`src/rtl/core/swpd_pkg.sv`:
```
// Package for the sync word packet deframer.
// Holds the frame constants, word structs, event codes and sync stage type.
// No dependencies.
`timescale 1ns / 1ps

package swpd_pkg;

  localparam int BODY_LEN  = 127;
  localparam int IDX_W     = $clog2(BODY_LEN);
  localparam int ADDR_W    = IDX_W + 1;
  localparam int RAM_DEPTH = 2 ** ADDR_W;

  localparam logic [7:0] SYNC_A   = 8'h5A;
  localparam logic [7:0] SYNC_B   = 8'hA5;
  localparam logic [7:0] SYNC_C   = 8'hC3;
  localparam logic [7:0] END_MARK = 8'hF0;

  localparam logic [7:0]       BODY_LEN_B = 8'(BODY_LEN);
  localparam logic [IDX_W-1:0] LAST_POS   = IDX_W'(BODY_LEN - 1);
  localparam logic [IDX_W-1:0] MARK_POS   = IDX_W'(BODY_LEN - 2);

  typedef enum logic [2:0] {
    EV_ZERO   = 3'd0,
    EV_MISS   = 3'd1,
    EV_SYNC   = 3'd2,
    EV_BODY   = 3'd3,
    EV_ACCEPT = 3'd4,
    EV_REJECT = 3'd5,
    EV_READ   = 3'd6
  } event_t;

  typedef enum logic [1:0] {
    HUNT_A  = 2'd0,
    HUNT_B  = 2'd1,
    HUNT_C  = 2'd2,
    IN_BODY = 2'd3
  } sync_stage_t;

  typedef struct packed {
    logic       action;
    logic [7:0] rx_byte;
    logic       supply_ok;
    logic [7:0] read_index;
  } in_word_t;

  typedef struct packed {
    event_t     event_code;
    logic [7:0] read_data;
    logic       packet_ready;
  } out_word_t;

  // Per-word information carried alongside the store read.
  typedef struct packed {
    event_t ev;
    logic   ready;
    logic   rd_zero;
  } meta_t;

  typedef struct packed {
    logic              en;
    logic [ADDR_W-1:0] addr;
    logic [7:0]        data;
  } wr_req_t;

  typedef struct packed {
    logic              en;
    logic [ADDR_W-1:0] addr;
  } rd_req_t;

endpackage

```
`src/rtl/core/swpd_ram.sv`:
```
// Generic simple dual-port RAM with one write port and a registered read port.
// No dependencies.
`timescale 1ns / 1ps

module swpd_ram #(
  parameter int WIDTH = 8,
  parameter int DEPTH = 256
) (
  input  logic                     clk,
  input  logic                     we,
  input  logic [$clog2(DEPTH)-1:0] waddr,
  input  logic [WIDTH-1:0]         wdata,
  input  logic                     re,
  input  logic [$clog2(DEPTH)-1:0] raddr,
  output logic [WIDTH-1:0]         rdata
);

  logic [WIDTH-1:0] mem [DEPTH];
  logic [WIDTH-1:0] rdata_r;

  always_ff @(posedge clk) begin
    if (we) begin
      mem[waddr] <= wdata;
    end
    if (re) begin
      rdata_r <= mem[raddr];
    end
  end

  assign rdata = rdata_r;

endmodule

```
`src/rtl/core/swpd_framer.sv`:
```
// Frame tracker: sync hunt, body write into the write bank and bank swap.
// Depends on swpd_pkg.
`timescale 1ns / 1ps

module swpd_framer import swpd_pkg::*; (
  input  logic     clk,
  input  logic     rst_n,
  input  logic     take,
  input  in_word_t word,
  output wr_req_t  wr,
  output rd_req_t  rd,
  output meta_t    meta
);

  sync_stage_t      stage_r, stage_nxt;
  logic [IDX_W-1:0] cnt_r, cnt_nxt;
  logic             bank_r, bank_nxt;
  logic             loaded_r, loaded_nxt;
  logic             mark_r, mark_nxt;
  logic             wb;

  assign wb = ~bank_r;

  always_ff @(posedge clk) begin
    if (!rst_n) begin
      stage_r  <= HUNT_A;
      cnt_r    <= '0;
      bank_r   <= 1'b0;
      loaded_r <= 1'b0;
      mark_r   <= 1'b0;
    end else begin
      stage_r  <= stage_nxt;
      cnt_r    <= cnt_nxt;
      bank_r   <= bank_nxt;
      loaded_r <= loaded_nxt;
      mark_r   <= mark_nxt;
    end
  end

  always_comb begin
    stage_nxt    = stage_r;
    cnt_nxt      = cnt_r;
    bank_nxt     = bank_r;
    loaded_nxt   = loaded_r;
    mark_nxt     = mark_r;
    wr.en        = 1'b0;
    wr.addr      = {wb, cnt_r};
    wr.data      = word.rx_byte;
    rd.en        = 1'b0;
    rd.addr      = {bank_r, word.read_index[IDX_W-1:0]};
    meta.ev      = EV_ZERO;
    meta.ready   = 1'b0;
    // Until the first packet is accepted the store reads as all zero.
    meta.rd_zero = !(word.read_index < BODY_LEN_B) || !loaded_r;

    if (word.action) begin
      meta.ev = EV_READ;
      rd.en   = take;
    end else if (word.rx_byte == 8'h00) begin
      meta.ev = EV_ZERO;
    end else begin
      unique case (stage_r)
        HUNT_A: begin
          meta.ev   = (word.rx_byte == SYNC_A) ? EV_SYNC : EV_MISS;
          stage_nxt = (word.rx_byte == SYNC_A) ? HUNT_B : HUNT_A;
        end
        HUNT_B: begin
          meta.ev   = (word.rx_byte == SYNC_B) ? EV_SYNC : EV_MISS;
          stage_nxt = (word.rx_byte == SYNC_B) ? HUNT_C : HUNT_A;
        end
        HUNT_C: begin
          meta.ev   = (word.rx_byte == SYNC_C) ? EV_SYNC : EV_MISS;
          stage_nxt = (word.rx_byte == SYNC_C) ? IN_BODY : HUNT_A;
        end
        IN_BODY: begin
          wr.en = take;
          if (cnt_r == LAST_POS) begin
            // The end mark position is always written earlier in the body,
            // so its test result is already held in mark_r.
            if (mark_r) begin
              meta.ev    = EV_ACCEPT;
              meta.ready = word.supply_ok;
              bank_nxt   = wb;
              loaded_nxt = 1'b1;
            end else begin
              meta.ev = EV_REJECT;
            end
            cnt_nxt   = '0;
            stage_nxt = HUNT_A;
          end else begin
            meta.ev = EV_BODY;
            cnt_nxt = cnt_r + 1'b1;
            if (cnt_r == MARK_POS) begin
              mark_nxt = (word.rx_byte == END_MARK);
            end
          end
        end
        default: begin
          stage_nxt = HUNT_A;
        end
      endcase
    end

    if (!take) begin
      stage_nxt  = stage_r;
      cnt_nxt    = cnt_r;
      bank_nxt   = bank_r;
      loaded_nxt = loaded_r;
      mark_nxt   = mark_r;
    end
  end

endmodule

```
`src/rtl/core/sync_word_packet_deframer.sv`:
```
// Top level of the sync word packet deframer: framer, packet store and output stage.
// Depends on swpd_pkg, swpd_framer and swpd_ram.
//
//   channel | direction | handshake          | word
//   in_     | input     | in_valid/in_stall   | in_word_t
//   out_    | output    | out_valid/out_stall | out_word_t
//
// One word is taken per cycle while in_stall is low; its result is registered first by the
// read port of the packet store, beside its meta, and then by the output register.
// Reset is synchronous and needs no clearing pass: a flag keeps the store
// reading as zero until the first packet is accepted.
// A stalled output holds its word; one more word waits beside the store read,
// and in_stall rises only when both places are full.
`timescale 1ns / 1ps

module sync_word_packet_deframer import swpd_pkg::*; (
  input  logic      clk,
  input  logic      rst_n,
  input  logic      in_valid,
  output logic      in_stall,
  input  in_word_t  in_word,
  output logic      out_valid,
  input  logic      out_stall,
  output out_word_t out_word
);

  logic      take;
  logic      s1_go;
  logic      s1_valid_r, s1_valid_nxt;
  meta_t     s1_meta_r;
  logic      out_valid_r, out_valid_nxt;
  out_word_t out_word_r;
  wr_req_t   wr;
  rd_req_t   rd;
  meta_t     meta;
  logic [7:0] rdata;

  assign s1_go    = !out_valid_r || !out_stall;
  assign in_stall = s1_valid_r && !s1_go;
  assign take     = in_valid && !in_stall;

  swpd_framer u_framer (
    .clk   (clk),
    .rst_n (rst_n),
    .take  (take),
    .word  (in_word),
    .wr    (wr),
    .rd    (rd),
    .meta  (meta)
  );

  // Both banks side by side; the bank select is the top address bit.
  swpd_ram #(
    .WIDTH (8),
    .DEPTH (RAM_DEPTH)
  ) u_store (
    .clk   (clk),
    .we    (wr.en),
    .waddr (wr.addr),
    .wdata (wr.data),
    .re    (rd.en),
    .raddr (rd.addr),
    .rdata (rdata)
  );

  always_comb begin
    s1_valid_nxt = take ? 1'b1 : (s1_go ? 1'b0 : s1_valid_r);
    if (s1_valid_r && s1_go) begin
      out_valid_nxt = 1'b1;
    end else begin
      out_valid_nxt = out_stall ? out_valid_r : 1'b0;
    end
  end

  always_ff @(posedge clk) begin
    if (!rst_n) begin
      s1_valid_r  <= 1'b0;
      out_valid_r <= 1'b0;
    end else begin
      s1_valid_r  <= s1_valid_nxt;
      out_valid_r <= out_valid_nxt;
    end
  end

  always_ff @(posedge clk) begin
    if (take) begin
      s1_meta_r <= meta;
    end
    if (s1_valid_r && s1_go) begin
      out_word_r.event_code   <= s1_meta_r.ev;
      out_word_r.packet_ready <= s1_meta_r.ready;
      out_word_r.read_data    <= (s1_meta_r.ev == EV_READ && !s1_meta_r.rd_zero) ?
                                 rdata : 8'h00;
    end
  end

  assign out_valid = out_valid_r;
  assign out_word  = out_word_r;

endmodule

```
`config.mk`:
```
export PLATFORM = sky130hd
export DESIGN_NAME = sync_word_packet_deframer
export DESIGN_NICKNAME = d
export VERILOG_FILES = /design/src/rtl/core/swpd_pkg.sv /design/src/rtl/core/swpd_ram.sv /design/src/rtl/core/swpd_framer.sv /design/src/rtl/core/sync_word_packet_deframer.sv
export SDC_FILE = /design/constraint.sdc
export NUM_CORES = 2
export LEC_CHECK = 0
export CELL_PAD_IN_SITES_DETAIL_PLACEMENT = 2
export CELL_PAD_IN_SITES_GLOBAL_PLACEMENT = 2
export CORE_ASPECT_RATIO = 0.8
export CORE_MARGIN = 4
export CORE_UTILIZATION = 47
export CTS_CLUSTER_DIAMETER = 120
export DETAILED_ROUTE_END_ITERATION = 16
export DONT_BUFFER_PORTS = 1
export PLACE_DENSITY = 0.73
export RECOVER_POWER = 25
export SETUP_SLACK_MARGIN = 0.1
export SYNTH_ARGS = -nofsm -noshare
export SYNTH_HDL_FRONTEND = slang
export SYNTH_SLANG_ARGS = --single-unit
```
`constraint.sdc`:
```
create_clock -name clk -period 3.2 [get_ports clk]
set_clock_uncertainty 0.2 [all_clocks]
set_input_delay 0.48 -clock clk [delete_from_list [all_inputs] [get_ports clk]]
set_output_delay 0.48 -clock clk [all_outputs]
set_load 0.01 [all_outputs]
```
==> reports/summary.md <==
The tools report the sequential fraction of the synthesis area as 0.772. Pin placement for this block handled 36 I/O pins. The worst path in the final design needs a cycle of 4400 ps, including I/O delays and setup. The average vias per placed instance is 6.84. The total number of vias was 46000. For this run, the leading register cell type out of synthesis is edfxtp_1.

The root cell of the clock tree is clkbuf_16. Dividing the detail-routed wire length by the instance count gives 45.8 um. In this run the horizontal extent of the chip is 472 um. In this run the worst setup path begins at in_word[0]. The worst register-to-register path has a depth of 7. The HPWL reported at the end of detailed placement was 167 mm. The relative slew slack was -0.992. H-tree depth reported by CTS: 4. The class of the tightest hold or removal check is primary input to flip-flop. Global placement routability congestion: 0.829. The run gives 6 as the first-pass iteration count of the detailed router. Core area: 0.172 sq mm. Counting flops with a built-in enable in the synthesized netlist gives 2073. The die extent in y was 379 um. The register bit total from synthesis came out at 2087. Summed over all layers, the global routing overflow is 0. From synthesis to final layout, the design area changed by 16.0%. The worst register-to-register path begins at u_store.mem[87][7]. TritonCTS created 200 clock buffers. The run gives -1200 ps as the setup slack after layout.

The tree built by TritonCTS fans out to 2087 sinks. The initialized floorplan defines 136 standard-cell rows. TritonCTS built the clock tree.

Clock transition time at the flip-flop clock pins of the worst setup and hold paths: 70 ps. For hold timing, the worst endpoint is u_store.mem[130][3]. STA classifies the critical path endpoint as a flip-flop. The total of fill cells in the finished design was 14200.

STA classifies the critical path startpoint as a primary input. The logs give 3 for the number of buffers between clock root and the deepest sink and -8810 ps for the summed negative setup slack over all endpoints. Number of nets in the final layout: 4317. Setup repair after global routing could not meet its margin everywhere. The flow ran to the end, but the final reports show violations. The final-report max-slew violation count came out at 340.

The run gives 30 ps as the worst reg-to-reg setup slack. The worst reg2reg path endpoint was u_store.rdata[7]. The number of max-cap violations is 0, and the mean area per synthesized cell is 21.4 sq um. The number of hold violations in the final report is 809.

At the worst endpoint, the arrival time is 4780 ps. The tools report the wire length of the first global-routing pass as 410 mm. The largest net degree at the start of global routing was 482. The die covers 0.179 sq mm. After synthesis, the netlist uses 71 different library cells.

The tools report the number of instances in the synthesized netlist as 3778. The peak-usage layer in the global routing report is met2. Power spread over the standard cell area amounts to 607 mW/mm^2. Overall global routing resource usage: 0.331. For this block, the routed nets add up to 308 mm of wire.

In this run the static leakage power is 30.1 nW. The logs give 0 for the total DRC errors in the routed layout and 18 for the number of antenna violations at the first check in global routing. The number of nets produced by synthesis came out at 3804. The worst setup path is of the primary input to flip-flop kind.

Required arrival time at the worst endpoint: 3580 ps. The effective utilization at floorplan was 0.472. The part of the cycle the worst path needs is 1.38.

The Yosys step of the flow raised 0 warnings. Setup violations remaining at the end of the flow were counted as 8. The fraction of registers with async set/reset was 0; the number of nets with antenna violations after detailed routing was 0. The transition time of the tightest slew-check pin came out at 2990 ps. Along the worst path, the maximum fanout reaches 481. Static timing analysis puts the maximum clock frequency at 227 MHz. The tools report the fraction of met2 tracks used by global routing as 0.551. The startpoint identified for the worst hold timing path is in_word[12].

The final reports fail on negative hold slack, max-slew violations, negative setup slack. Counting instances, the worst hold path has a depth of 0. The worst-case hold slack was -446 ps. The run gives 0.0687 as the fraction of met3 tracks used by global routing. The layout cell share with drive strength beyond 1 was 0.305; the number of global-route vias before repair was 47700.

For this block, the initial DRC count from the detailed router was 7290. The mapped netlist covers 0.0810 sq mm. The met1 track demand over resource was 0.426. The final core utilization is 0.548. Port buffering added 0 buffers.

The maximum resistive drop on vdd is 0.769 mV, and the clock latency reported for the late side of the worst-skew pair is 870 ps.
## power by group
part	total [mW]	switching [mW]	internal (mW)
clock network	24.5	11.3	13.2
logic	2.36	1.34	1.02
registers	30.1	0.0319	30.1
## per-layer routing
layer,up-vias,wire (um),share of wire
met4,10,14900,0.048
met1,25100,112000,0.36
met3,685,29600,0.096
met2,3396,152000,0.49
met5,-,54,0.00018
li1,16800,-,-
## area by class of cell
type	count	area [sq um]	share of cell area
antenna	5	12.5	0.000133
sequential	2087	62500	0.666
inverter	13	48.8	0.000519
timing repair buffer	532	4750	0.0506
multi-input combinational	1457	17300	0.185
tap	2277	2850	0.0303
clock buffer	243	5270	0.0561
clock inverter	122	1150	0.0122
## sequential cells by signal, indices dropped and copies added, names as in the netlist
signal,cells
out_word,12
s1_valid_r,1
out_valid,1
u_framer.cnt_r,7
u_framer.loaded_r,1
u_store.rdata,8
u_framer.mark_r,1
u_framer.bank_r,1
u_framer.stage_r,2
u_store.mem,2048
s1_meta_r,5
## cells by family after synthesis
| logic type | count (synthesis) | share of synthesized area |
|---|---|---|
| simple gates | 496 | 0.0276 |
| flops | 2087 | 0.772 |
| xor+xnor | 5 | 0.000540 |
| mux | 637 | 0.156 |
| buf+inv | 234 | 0.0161 |
| fa+ha+maj | 4 | 0.000618 |
| compound gates | 315 | 0.0271 |
## timing repair
action | 4_1_cts | 5_1_grt
hold buffers | 8 | 16
endpoints found under the hold margin | 2089 | 1849
gates resized for setup | 7 | 14
gates cloned | 0 | 10
endpoints found under the setup margin | 35 | 442
setup buffers | 0 | 4
pin swaps | 0 | 4
## through the flow
step	cell area [sq um]	setup WS [ps]	std cells	power, mW
floorplan	81000	191	3778	32.0
CTS	93300	109	6698	56.6
detailed placement	86700	-1070	6325	32.4
global placement	86700	-980	6325	32.4
global route	93900	-399	6731	58.3
finish	94000	-1200	6736	57.0
## Yosys cell counts (5+ instances only)
cell      instances  share of area
nand3_1          34         0.0021
a211oi_1         12         0.0011
a31oi_1           7        0.00054
mux2i_1         114          0.014
nor3_1           20         0.0012
dfxtp_1          14         0.0035
and2_1           16         0.0012
edfxtp_1       2073           0.77
mux2_2           22         0.0031
nor4_1            9        0.00069
and3_1           14         0.0011
buf_4            48         0.0044
nand4_1           6        0.00046
a22oi_1          91         0.0084
o22a_1            6        0.00065
o221ai_1         13         0.0014
nor2_1          286          0.013
a221oi_1         10         0.0011
o21ai_0          53         0.0033
clkbuf_1         86         0.0040
buf_2            59         0.0036
o32ai_1           5        0.00054
buf_1             5        0.00023
buf_6            23         0.0032
nand2b_1          9        0.00069
a22o_1            9        0.00097
o22ai_1          28         0.0022
nand2_1          53         0.0025
mux4_2          501           0.14
a21oi_1          41         0.0025
nor2b_1          26         0.0020
inv_1            13        0.00060
## worst max path at each step
stage	end	slack [ps]	depth (start not counted)
CTS	u_store.rdata[7]	110	8
global route	u_store.rdata[7]	-400	7
floorplan	u_store.mem[103][0]	190	8
finish	u_store.rdata[3]	-1200	5
global placement	u_store.rdata[7]	-980	6
detailed placement	u_store.rdata[7]	-1070	6
## worst max-delay path, stage by stage
cell	delay, ps
mux4_2	1530
a221oi_1	550
o21ai_1	310
nor3_1	390
o32ai_1	150
## cells in the final DEF (no fill, tap or decap), types with 5 or more instances in the layout
| master | synthesis | final |
|---|---|---|
| a21oi_1 | 41 | 41 |
| nand2b_1 | 9 | 9 |
| bufinv_16 | 0 | 18 |
| o21ai_0 | 53 | 51 |
| nor2_2 | 0 | 5 |
| clkinvlp_4 | 0 | 5 |
| buf_16 | 0 | 8 |
| inv_1 | 13 | 13 |
| buf_4 | 48 | 465 |
| clkinv_1 | 0 | 48 |
| o21ai_1 | 4 | 6 |
| and3_1 | 14 | 13 |
| a31oi_1 | 7 | 7 |
| edfxtp_1 | 2073 | 2073 |
| a221oi_1 | 10 | 9 |
| o221ai_1 | 13 | 13 |
| nand3_1 | 34 | 34 |
| nor2_1 | 286 | 280 |
| o22ai_1 | 28 | 28 |
| nand4_1 | 6 | 6 |
| and2_1 | 16 | 16 |
| o22a_1 | 6 | 6 |
| a211oi_1 | 12 | 12 |
| nor4_1 | 9 | 7 |
| a22o_1 | 9 | 8 |
| mux4_2 | 501 | 501 |
| mux2_2 | 22 | 22 |
| nor3_1 | 20 | 18 |
| dfxtp_1 | 14 | 14 |
| clkbuf_16 | 0 | 214 |
| clkbuf_1 | 86 | 37 |
| clkinv_2 | 0 | 39 |
| dlygate4sd3_1 | 0 | 18 |
| nor2b_1 | 26 | 24 |
| mux2i_1 | 114 | 114 |
| a22oi_1 | 91 | 91 |
| diode_2 | 0 | 5 |
| buf_12 | 0 | 30 |
| nand2_1 | 53 | 40 |
| nand2_2 | 1 | 14 |
No activity file was read; power rests on OpenSTA's default activity.
